<file path="config.mk">
export PLATFORM = sky130hd
export DESIGN_NAME = status_record_deframer_unit_flat
export DESIGN_NICKNAME = d
export VERILOG_FILES = /design/src/hdl/srd_pkg.sv /design/src/hdl/srd_in_if.sv /design/src/hdl/srd_out_if.sv /design/src/hdl/status_record_deframer_unit.sv /design/src/flat_wrapper.sv
export SDC_FILE = /design/constraint.sdc
export NUM_CORES = 1
export LEC_CHECK = 0
export BUFFER_PORTS_ARGS = -buffer_cell sky130_fd_sc_hd__buf_2
export CORE_UTILIZATION = 45
export CTS_CLUSTER_SIZE = 12
export DETAILED_ROUTE_END_ITERATION = 12
export GPL_TIMING_DRIVEN = 0
export PLACE_DENSITY = 0.66
export SYNTH_ARGS = -nofsm -noshare
export SYNTH_HDL_FRONTEND = slang
export SYNTH_SLANG_ARGS = --single-unit
export TNS_END_PERCENT = 100
</file>
<file path="constraint.sdc">
create_clock -name i_clk -period 3.3 [get_ports i_clk]
set_clock_uncertainty 0.05 [all_clocks]
set_input_delay 0.66 -clock i_clk [delete_from_list [all_inputs] [get_ports i_clk]]
set_output_delay 0.66 -clock i_clk [all_outputs]
set_load 0.05 [all_outputs]
</file>
<file path="src/hdl/srd_pkg.sv">
// Shared types and codes of the status record deframer.
`timescale 1ns / 1ps

package srd_pkg;

    localparam int unsigned CFG_INDEX_W = 1;
    localparam int unsigned CFG_DATA_W  = 8;

    typedef enum logic [CFG_INDEX_W-1:0] {
        CFG_STATUS_COMMAND = 1'b0,
        CFG_POWER_TARGET   = 1'b1
    } t_cfg_index;

    typedef enum logic [3:0] {
        PH_SERIAL  = 4'b0001,
        PH_HEADER  = 4'b0010,
        PH_EXTLEN  = 4'b0100,
        PH_PAYLOAD = 4'b1000
    } t_phase;

    typedef enum logic [2:0] {
        EV_OK             = 3'd0,
        EV_UNKNOWN_TARGET = 3'd1,
        EV_SHORT_STATUS   = 3'd2,
        EV_UNKNOWN_CMD    = 3'd3,
        EV_SHORT_PACKET   = 3'd4
    } t_event;

    localparam logic [3:0] EXT_LEN_CODE   = 4'hf;
    localparam logic [7:0] MIN_STATUS_LEN = 8'd4;
    localparam logic [2:0] INDEX_SAT      = 3'd4;
    localparam logic [2:0] INDEX_FOURTH   = 3'd3;

endpackage

</file>
<file path="src/hdl/srd_in_if.sv">
// Input byte channel of the status record deframer.
`timescale 1ns / 1ps

interface srd_in_if;
    logic       valid;
    logic       ready;
    logic [7:0] data_byte;
    logic       first_of_packet;
    logic       last_of_packet;

    modport source (output valid, output data_byte, output first_of_packet,
                    output last_of_packet, input ready);
    modport sink (input valid, input data_byte, input first_of_packet,
                  input last_of_packet, output ready);
endinterface

</file>
<file path="src/hdl/srd_out_if.sv">
// Result channel of the status record deframer.
`timescale 1ns / 1ps

interface srd_out_if;
    logic       valid;
    logic       ready;
    logic [2:0] event_res;
    logic [3:0] command;
    logic [7:0] record_length;
    logic [7:0] target_seen;
    logic [7:0] power_state;

    modport source (output valid, output event_res, output command,
                    output record_length, output target_seen, output power_state,
                    input ready);
    modport sink (input valid, input event_res, input command,
                  input record_length, input target_seen, input power_state,
                  output ready);
endinterface

</file>
<file path="src/hdl/status_record_deframer_unit.sv">
// Top level of the status record deframer: byte parser and result register.
`timescale 1ns / 1ps

// The deframer takes one packet byte per clock cycle and answers in the
// cycle after the byte is accepted, with at most one result transaction per
// byte. All parsing is a small state update between the byte channel and a
// single output register; a new byte is accepted whenever that register is
// empty or is being emptied in the same cycle, so a sink that always takes
// results sees a sustained rate of one byte per cycle. Configuration writes
// take effect on the next cycle and must only be issued while no byte is
// in flight.
module status_record_deframer_unit (
    input  logic                              i_clk,
    input  logic                              i_rst_n,
    input  logic                              i_cfg_we,
    input  logic [srd_pkg::CFG_INDEX_W-1:0]   i_cfg_index,
    input  logic [srd_pkg::CFG_DATA_W-1:0]    i_cfg_data,
    srd_in_if.sink                            i_in,
    srd_out_if.source                         o_out
);
    import srd_pkg::*;

    logic [3:0] r_status_command;
    logic [7:0] r_power_target;

    t_phase     r_phase,     n_phase;
    logic [7:0] r_remaining, n_remaining;
    logic [3:0] r_cmd,       n_cmd;
    logic [7:0] r_len,       n_len;
    logic [2:0] r_idx,       n_idx;
    logic [7:0] r_first,     n_first;
    logic [7:0] r_fourth,    n_fourth;
    logic [7:0] r_power,     n_power;

    logic       r_out_valid;
    t_event     r_ev,        n_ev;
    logic [3:0] r_out_cmd;
    logic [7:0] r_out_len;
    logic [7:0] r_out_target;
    logic [7:0] r_out_power;

    logic       accept;
    logic       emit;
    logic       hdr_done;
    logic       do_finish;
    logic [7:0] rem_dec;
    t_phase     after;

    assign i_in.ready = !r_out_valid || o_out.ready;
    assign accept     = i_in.valid && i_in.ready;
    assign after      = i_in.last_of_packet ? PH_SERIAL : PH_HEADER;
    assign rem_dec    = (r_remaining != 8'd0) ? (r_remaining - 8'd1) : r_remaining;

    always_comb begin
        n_phase     = r_phase;
        n_remaining = r_remaining;
        n_cmd       = r_cmd;
        n_len       = r_len;
        n_idx       = r_idx;
        n_first     = r_first;
        n_fourth    = r_fourth;
        n_power     = r_power;
        n_ev        = EV_OK;
        emit        = 1'b0;
        hdr_done    = 1'b0;
        do_finish   = 1'b0;

        if (accept) begin
            if (i_in.first_of_packet || r_phase == PH_SERIAL) begin
                n_phase = after;
            end else begin
                case (r_phase)
                    PH_HEADER: begin
                        n_cmd    = i_in.data_byte[7:4];
                        n_len    = {4'd0, i_in.data_byte[3:0]};
                        n_idx    = 3'd0;
                        n_first  = 8'd0;
                        n_fourth = 8'd0;
                        if (i_in.data_byte[3:0] == EXT_LEN_CODE) begin
                            if (i_in.last_of_packet) begin
                                n_phase = PH_SERIAL;
                                emit    = 1'b1;
                                n_ev    = EV_SHORT_PACKET;
                            end else begin
                                n_phase = PH_EXTLEN;
                            end
                        end else begin
                            hdr_done = 1'b1;
                        end
                    end
                    PH_EXTLEN: begin
                        n_len    = i_in.data_byte;
                        hdr_done = 1'b1;
                    end
                    PH_PAYLOAD: begin
                        if (r_idx == 3'd0) begin
                            n_first = i_in.data_byte;
                        end else if (r_idx == INDEX_FOURTH) begin
                            n_fourth = i_in.data_byte;
                        end
                        if (r_idx < INDEX_SAT) begin
                            n_idx = r_idx + 3'd1;
                        end
                        n_remaining = rem_dec;
                        if (rem_dec == 8'd0) begin
                            do_finish = 1'b1;
                        end else if (i_in.last_of_packet) begin
                            n_phase = PH_SERIAL;
                            emit    = 1'b1;
                            n_ev    = EV_SHORT_PACKET;
                        end
                    end
                    default: begin
                        n_phase = PH_SERIAL;
                    end
                endcase

                if (hdr_done) begin
                    if (n_len == 8'd0) begin
                        do_finish = 1'b1;
                    end else if (i_in.last_of_packet) begin
                        n_phase = PH_SERIAL;
                        emit    = 1'b1;
                        n_ev    = EV_SHORT_PACKET;
                    end else begin
                        n_remaining = n_len;
                        n_phase     = PH_PAYLOAD;
                    end
                end

                if (do_finish) begin
                    n_phase = after;
                    emit    = 1'b1;
                    if (n_cmd != r_status_command) begin
                        n_ev = EV_UNKNOWN_CMD;
                    end else if (n_len < MIN_STATUS_LEN) begin
                        n_ev = EV_SHORT_STATUS;
                    end else if (n_first != r_power_target) begin
                        n_ev = EV_UNKNOWN_TARGET;
                    end else begin
                        n_ev    = EV_OK;
                        n_power = n_fourth;
                    end
                end
            end
        end
    end

    always_ff @(posedge i_clk) begin
        if (!i_rst_n) begin
            r_status_command <= 4'd0;
            r_power_target   <= 8'd0;
        end else if (i_cfg_we) begin
            case (i_cfg_index)
                CFG_STATUS_COMMAND: r_status_command <= i_cfg_data[3:0];
                CFG_POWER_TARGET:   r_power_target   <= i_cfg_data;
                default: begin
                end
            endcase
        end
    end

    always_ff @(posedge i_clk) begin
        if (!i_rst_n) begin
            r_phase     <= PH_SERIAL;
            r_remaining <= 8'd0;
            r_cmd       <= 4'd0;
            r_len       <= 8'd0;
            r_idx       <= 3'd0;
            r_first     <= 8'd0;
            r_fourth    <= 8'd0;
            r_power     <= 8'd0;
            r_out_valid <= 1'b0;
        end else begin
            r_phase     <= n_phase;
            r_remaining <= n_remaining;
            r_cmd       <= n_cmd;
            r_len       <= n_len;
            r_idx       <= n_idx;
            r_first     <= n_first;
            r_fourth    <= n_fourth;
            r_power     <= n_power;
            if (accept) begin
                r_out_valid <= emit;
            end else if (o_out.ready) begin
                r_out_valid <= 1'b0;
            end
        end
    end

    always_ff @(posedge i_clk) begin
        if (accept && emit) begin
            r_ev         <= n_ev;
            r_out_cmd    <= n_cmd;
            r_out_len    <= n_len;
            r_out_target <= (n_idx != 3'd0) ? n_first : 8'd0;
            r_out_power  <= n_power;
        end
    end

    assign o_out.valid         = r_out_valid;
    assign o_out.event_res     = r_ev;
    assign o_out.command       = r_out_cmd;
    assign o_out.record_length = r_out_len;
    assign o_out.target_seen   = r_out_target;
    assign o_out.power_state   = r_out_power;

endmodule

</file>
<file path="src/flat_wrapper.sv">
// flat-port wrapper written by rule: the top's interface ports become plain ports
module status_record_deframer_unit_flat import srd_pkg::*;
  (i_clk, i_rst_n, i_cfg_we, i_cfg_index, i_cfg_data, i_in_valid, i_in_data_byte, i_in_first_of_packet, i_in_last_of_packet, i_in_ready, o_out_valid, o_out_event_res, o_out_command, o_out_record_length, o_out_target_seen, o_out_power_state, o_out_ready);
  srd_in_if i_in_i ();
  srd_out_if o_out_i ();
  input  logic i_clk;
  input  logic i_rst_n;
  input  logic i_cfg_we;
  input  logic [srd_pkg::CFG_INDEX_W-1:0] i_cfg_index;
  input  logic [srd_pkg::CFG_DATA_W-1:0] i_cfg_data;
  input wire logic [$bits(i_in_i.valid)-1:0] i_in_valid;
  input wire logic [$bits(i_in_i.data_byte)-1:0] i_in_data_byte;
  input wire logic [$bits(i_in_i.first_of_packet)-1:0] i_in_first_of_packet;
  input wire logic [$bits(i_in_i.last_of_packet)-1:0] i_in_last_of_packet;
  output wire logic [$bits(i_in_i.ready)-1:0] i_in_ready;
  output wire logic [$bits(o_out_i.valid)-1:0] o_out_valid;
  output wire logic [$bits(o_out_i.event_res)-1:0] o_out_event_res;
  output wire logic [$bits(o_out_i.command)-1:0] o_out_command;
  output wire logic [$bits(o_out_i.record_length)-1:0] o_out_record_length;
  output wire logic [$bits(o_out_i.target_seen)-1:0] o_out_target_seen;
  output wire logic [$bits(o_out_i.power_state)-1:0] o_out_power_state;
  input wire logic [$bits(o_out_i.ready)-1:0] o_out_ready;
  assign i_in_i.valid = i_in_valid;
  assign i_in_i.data_byte = i_in_data_byte;
  assign i_in_i.first_of_packet = i_in_first_of_packet;
  assign i_in_i.last_of_packet = i_in_last_of_packet;
  assign i_in_ready = i_in_i.ready;
  assign o_out_valid = o_out_i.valid;
  assign o_out_event_res = o_out_i.event_res;
  assign o_out_command = o_out_i.command;
  assign o_out_record_length = o_out_i.record_length;
  assign o_out_target_seen = o_out_i.target_seen;
  assign o_out_power_state = o_out_i.power_state;
  assign o_out_i.ready = o_out_ready;
  status_record_deframer_unit u_core (.i_clk(i_clk), .i_rst_n(i_rst_n), .i_cfg_we(i_cfg_we), .i_cfg_index(i_cfg_index), .i_cfg_data(i_cfg_data), .i_in(i_in_i), .o_out(o_out_i));
endmodule
</file>
==> results.md, run 1 <==
* CTS tree: built
* Critical path class: reg2reg
* GP Congestion at 0.8833
* Iter 0 DRT Violations at 320
* First-pass GRT wire length at 23.80 mm
* Die area at 12350 um2
* Mean Syn Cell Area at 9.404 um2
* Slew Limit Fails at 0
* Pin count of the biggest net entering global routing at 17
* N_diodes at 0
* Fin. Hold Viols at 0
* R2R depth at 10
* Worst EP required at 3.34 ns
* I/O pins at 57
* Fin crit period at 3.219 ns
* Hold endpoint: u_core.r_power_target[4]
* Initial Util at 0.4654
* Die Span Y at 111.1 um
* DPL Wire Length at 10.35 mm
* Clock buffer depth at 2
* CTS Buf Count at 9
* Initial antenna violation count at 0
* CP Launch Type: flip-flop
* Cell area after synthesis at 5360 um2
* Hold buffers post-CTS at 0
* Overall power at 2.544 mW
* CTS sink count at 95
* Synthesized instance count at 570
* DRT antenna net count at 0
* Failing checks: DRC
* Max FO, Critical Path at 8
* CP Launch Point: u_core.r_remaining[0]
* Period utilization at 0.9754
* Post-synthesis sequential area ratio at 0.4127
* Synthesized net count at 598
* Max Clk Rate at 310.7 MHz
* Worst EP arrival at 3.25 ns
* HP Class: reg2reg
* Congestion Overflow GR at 0
* Crit path buf inv count at 3
* Drt first pass iters at 9
* Share of cells above drive strength 1 at 0.2003
* Final wirelength at 14.77 mm
* Library cells used by synthesis at 78
* Rel. slew slack at 0.4797
* Core Area at 11520 um2
* Flop-to-flop setup slack at 0.08 ns
* Root Driver: clkbuf_16
* Row Count at 39
* Critical Path Sink Type: flip-flop
* Crit path largest cell delay at 0.58 ns
* Max cap viols at 0
* Via count at 4693
* Clock latency on the worst-skew pair at 0.35 ns
* FFs w/ async S/R, synth at 0
* Reg clk slew, reported paths at 0.07 ns
* RSZ-0062 raised after global routing: yes
* Final Setup Violations at 0
* Top FF cell, synth: dfxtp_1
* Crit path cell chain: clkbuf_1 > inv_1 > ha_1 > inv_1 > a21oi_1 > o32ai_1 > and3b_4 > nand3_2 > a2111oi_1 > nor2_1
* Crit path max-delay family: compound AO/OA/AOI/OAI gates
* Cell mode on critical path: inv_1
* Post-layout nets at 667
* Worst r2r src: u_core.r_remaining[0]
* Tot GR Track Use at 0.2462
* Min-Delay Startpoint: u_core.r_power_target[4]
* Hold path depth at 2
* Leak at 2.002 nW
* Worst path slowest cell: a2111oi_1
* Vias in the first global route at 4538
* Status: complete, but fails checks
* FF+latch count, synth at 95
* Min Hold Slack at 0.4358 ns
* Port Buffers at 54
* Cell Pwr Density at 409.7 nW/um2
* Maximum VDD drop at 0.2844 mV
* Via density at 5.963
* DR DRC count at 2
* Synth warnings at 0
* Die width at 111.1 um
* Routed len/inst at 18.76 um
* RR Endpoint: u_core.o_out.power_state[6]
* Post-synth EDFFs at 31
* Worst-margin pin slew at 0.7804 ns
* H-tree Lvls at 3
* Area Growth Syn to Fin at 15.85%
==> worst reg2reg max path: cells and delay by family, from the launching register on <==
kind	cells	cell delay (ns)
compound gates	3	1.13
simple gates	3	0.61
buf+inv	3	0.55
flops	1	0.31
fa+ha+maj	1	0.31
==> per-stage QoR <==
step	instances	instance area [um2]	util	TNS, ns	setup slack (ns)
2_1_floorplan	570	5368	-	0	0.2933
3_3_place_gp	767	5817	0.5051	-9.420	-0.3024
3_5_place_dp	767	5817	0.5051	-11.48	-0.3667
4_1_cts	784	6143	0.5335	0	0.03773
5_1_grt	787	6210	0.5392	-0.9259	-0.1529
6_report	787	6210	0.5392	0	0.08127
==> per-layer routing <==
layer / track usage / routed length (um)
met1: 0.3261 / 6686
met2: 0.4004 / 6955
met3: 0.03991 / 807
met4: 0.1000 / 318
met5: 0 / 0
==> report_power, final <==
group / leakage [nW] / internal, mW / switching [mW]
Combinational: 1.10 / 0.0778 / 0.146
Sequential: 0.750 / 1.21 / 0.0109
Clock: 0.149 / 0.633 / 0.465
Total: 2.00 / 1.92 / 0.622
==> placed cells by master (no fill, tap or decap), drive strengths merged, types with 16 or more instances in the layout <==
| master | n |
|---|---|
| buf | 75 |
| nand3 | 41 |
| dfxtp | 64 |
| nand2 | 44 |
| o21ai | 42 |
| and2 | 26 |
| nor2b | 26 |
| nor2 | 28 |
| clkbuf | 34 |
| a21oi | 26 |
| a22oi | 16 |
| mux2i | 16 |
| edfxtp | 31 |
==> state kept, by name (all words and copies together), names as in the netlist <==
name,flops
u_core.r_power,8
u_core.r_len,8
u_core.o_out.command,4
u_core.r_first,8
u_core.r_idx,3
u_core.r_status_command,4
u_core.o_out.valid,1
u_core.r_phase,4
u_core.o_out.target_seen,8
u_core.r_cmd,4
u_core.o_out.power_state,8
u_core.o_out.event_res,3
u_core.r_remaining,8
u_core.r_fourth,8
u_core.r_power_target,8
u_core.o_out.record_length,8
==> Yosys cell counts, drive strengths merged, types with 5 or more instances <==
cell type | number | area, um2
nor2 | 28 | 105.1
a21boi | 11 | 82.57
inv | 14 | 52.55
dfxtp | 64 | 1281
nand2b | 6 | 37.54
nand2 | 44 | 165.2
and2 | 26 | 162.7
nor2b | 26 | 162.7
nand3 | 41 | 220.2
edfxtp | 31 | 930.9
nor3 | 6 | 30.03
or2 | 5 | 31.28
a21oi | 25 | 162.6
clkbuf | 23 | 86.33
and4 | 5 | 43.79
buf | 18 | 141.4
xor2 | 9 | 78.83
o21ai | 42 | 210.2
a221oi | 6 | 76.32
a2111oi | 10 | 116.4
mux2i | 16 | 160.2
a31oi | 12 | 90.09
nor3b | 10 | 75.07
a22oi | 16 | 120.1
==> layout make-up <==
class / instances / area [um2]
Fill cell: 1077 / 5306
Multi-Input combinational cell: 421 / 2898
Sequential cell: 95 / 2212
Timing Repair Buffer: 57 / 330.3
Clock buffer: 11 / 254.0
Buffer: 41 / 229.0
Tap cell: 143 / 178.9
Clock inverter: 5 / 55.05
Inverter: 14 / 52.55
==> logic make-up after synthesis <==
| group | count (synthesis) | share of synthesized area |
|---|---|---|
| multiplexers | 20 | 0.03828 |
| flip-flops | 95 | 0.4127 |
| XOR/XNOR | 11 | 0.01938 |
| buffers and inverters | 55 | 0.05229 |
| AO/OA/AOI/OAI | 154 | 0.2131 |
| adder cells (fa/ha/maj) | 4 | 0.009337 |
| AND/OR/NAND/NOR | 231 | 0.2549 |
==> timing repair <==
action	in CTS	in global routing
gates cloned	1	0
pin swaps	0	2
setup buffers	0	3
setup endpoints to repair	32	44
resized for setup	2	3
==> worst max path at each step <==
stage | end | slack [ns] | cells past startpoint
final | u_core.o_out.power_state[6] | 0.08 | 10
after detailed placement | u_core.o_out.target_seen[4] | -0.37 | 6
after global placement | u_core.o_out.target_seen[4] | -0.30 | 6
after CTS | u_core.o_out.command[1] | 0.04 | 7
after floorplan | u_core.o_out.command[0] | 0.29 | 7
after global routing | u_core.o_out.power_state[6] | -0.15 | 10
(Power assumes the default switching activity.)
==> inputs of run 2 (changes only) <==
- HOLD_SLACK_MARGIN: not set -> 0.05
- MAX_ROUTING_LAYER: not set -> met4
==> run 2 against run 1 <==
  * The flow still finishes with violations (DRC)
  * Critical path type unchanged
  * Design area decreased by 0.77%
  * Cell count decreased by 0.13%
  * Clock-buffer cell count unchanged
  * Combinational power about the same
  * Routed wire length decreased by 1.9%
  * Sequential share of layout area increased by 0.27 points
  * Fmax increased by 4.9%
  * Sequential power about the same
==> results.md, run 2 (synthesized netlist as in run 1, its figures left out) <==
* Die Span Y at 111.1 um
* DPL Wire Length at 10.40 mm
* Pin count of the biggest net entering global routing at 17
* Crit path cell chain: clkbuf_1 > inv_1 > ha_1 > inv_1 > a21oi_1 > o32ai_2 > and3b_4 > nand3_2 > a2111oi_1 > nor2_1
* Die area at 12350 um2
* Critical Path Sink Type: flip-flop
* Failing checks: DRC
* RR Endpoint: u_core.o_out.power_state[3]
* Fin. Hold Viols at 0
* Worst-margin pin slew at 0.8114 ns
* N_diodes at 0
* CP Launch Type: flip-flop
* Most frequent cells in the layout: dfxtp_1 (64), buf_2 (59), nand2_1 (44)
* Worst path slowest cell: a2111oi_1
* Fin crit period at 3.068 ns
* Max Clk Rate at 326.0 MHz
* Leak at 1.980 nW
* Maximum VDD drop at 0.2660 mV
* I/O pins at 57
* Reg clk slew, reported paths at 0.07 ns
* GP Congestion at 0.9042
* Worst r2r src: u_core.r_remaining[0]
* Min-Delay Startpoint: u_core.r_power_target[5]
* Area Growth Syn to Fin at 14.96%
* Period utilization at 0.9296
* Die width at 111.1 um
* Routed len/inst at 18.43 um
* Drt first pass iters at 9
* Port Buffers at 54
* Design area at 6162 um2
* Flop-to-flop setup slack at 0.23 ns
* Via count at 4689
* RSZ-0062 raised after global routing: no
* Final Setup Violations at 0
* Post-layout nets at 666
* Worst EP arrival at 3.10 ns
* Max cap viols at 0
* CTS sink count at 95
* Rel. slew slack at 0.4591
* CP endpoint: u_core.o_out.power_state[3]
* CTS Buf Count at 9
* Clock buffer depth at 2
* Share of cells above drive strength 1 at 0.1975
* Vias in the first global route at 4489
* DR DRC count at 2
* Most common cell after layout, fill and taps aside: dfxtp_1
* H-tree Lvls at 3
* Status: complete, but fails checks
* R2R depth at 10
* Core Area at 11520 um2
* HP Class: reg2reg
* DRT antenna net count at 0
* CP Launch Point: u_core.r_remaining[0]
* Clock latency on the worst-skew pair at 0.35 ns
* Row Count at 39
* Initial antenna violation count at 0
* Initial Util at 0.4654
* Critical path class: reg2reg
* Iter 0 DRT Violations at 279
* Cell mode on critical path: inv_1
* Core Util, Final at 0.5351
* Slew Limit Fails at 0
* Congestion Overflow GR at 0
* Max FO, Critical Path at 8
* Root Driver: clkbuf_16
* CTS tree: built
* Cell Pwr Density at 388.0 nW/um2
* Overall power at 2.391 mW
* Tot GR Track Use at 0.2494
* Post-DP Area at 5817 um2
* Via density at 5.966
* Worst EP required at 3.33 ns
* Crit path largest cell delay at 0.56 ns
* First-pass GRT wire length at 23.34 mm
* Layout filler cell count at 1066
* Final wirelength at 14.49 mm
run 2: timing repair:
action                                  4_1_cts  5_1_grt
endpoints found under the setup margin       32       40
buffers inserted                              0        3
hold buffers                                  0        0
resized for setup                             1        5
pin swaps                                     1        2
gates cloned                                  1        0
run 2: power breakdown:
group          total [mW]  leakage, nW  internal, mW  switching [mW]
Sequential           1.22        0.750          1.21          0.0105
Clock               0.942        0.126         0.504           0.439
Combinational       0.226         1.10        0.0785           0.148
run 2: worst max-delay path, delay by kind of cell (launching register included):
kind	cells	cell delay (ns)
AOI/OAI and AO/OA	3	1.01
adders and majority gates	1	0.30
buffers and inverters	3	0.53
DFF	1	0.31
and+or+nand+nor	3	0.59
run 2: worst min-delay path by stage:
stage                                     to  cells after the start
floorplan           u_core.r_power_target[1]                      2
global placement    u_core.r_power_target[6]                      2
detailed placement  u_core.r_power_target[5]                      2
CTS                 u_core.r_power_target[5]                      2
global route        u_core.r_power_target[6]                      2
finish              u_core.r_power_target[5]                      2
run 2: final cells by class:
type	instances	area, um2	share of cell area
Clock buffer	11	232.7	0.03777
Clock inverter	5	25.02	0.004061
Timing Repair Buffer	57	317.8	0.05157
Inverter	14	52.55	0.008528
Multi-Input combinational cell	421	2918	0.4735
Buffer	40	225.2	0.03655
Tap cell	143	178.9	0.02904
Sequential cell	95	2212	0.3590
run 2: stage by stage:
step	setup TNS, ns	worst slack [ns]	instances	hold WS [ns]
6_report	0	0.2324	786	0.4409
3_5_place_dp	-12.86	-0.4077	767	0.4385
5_1_grt	0	0.01353	786	0.4762
2_1_floorplan	0	0.2933	570	0.4019
4_1_cts	0	0.08999	784	0.4441
3_3_place_gp	-10.66	-0.3394	767	0.4252
run 2: metal layers:
metal	track usage	part of all wire	vias to the layer above	routed length, um
met5	-	0	-	0
met4	0.09730	0.022	0	321
met3	0.04429	0.059	27	856
met2	0.3941	0.46	163	6700
met1	0.3180	0.46	2246	6607
li1	-	-	2253	-
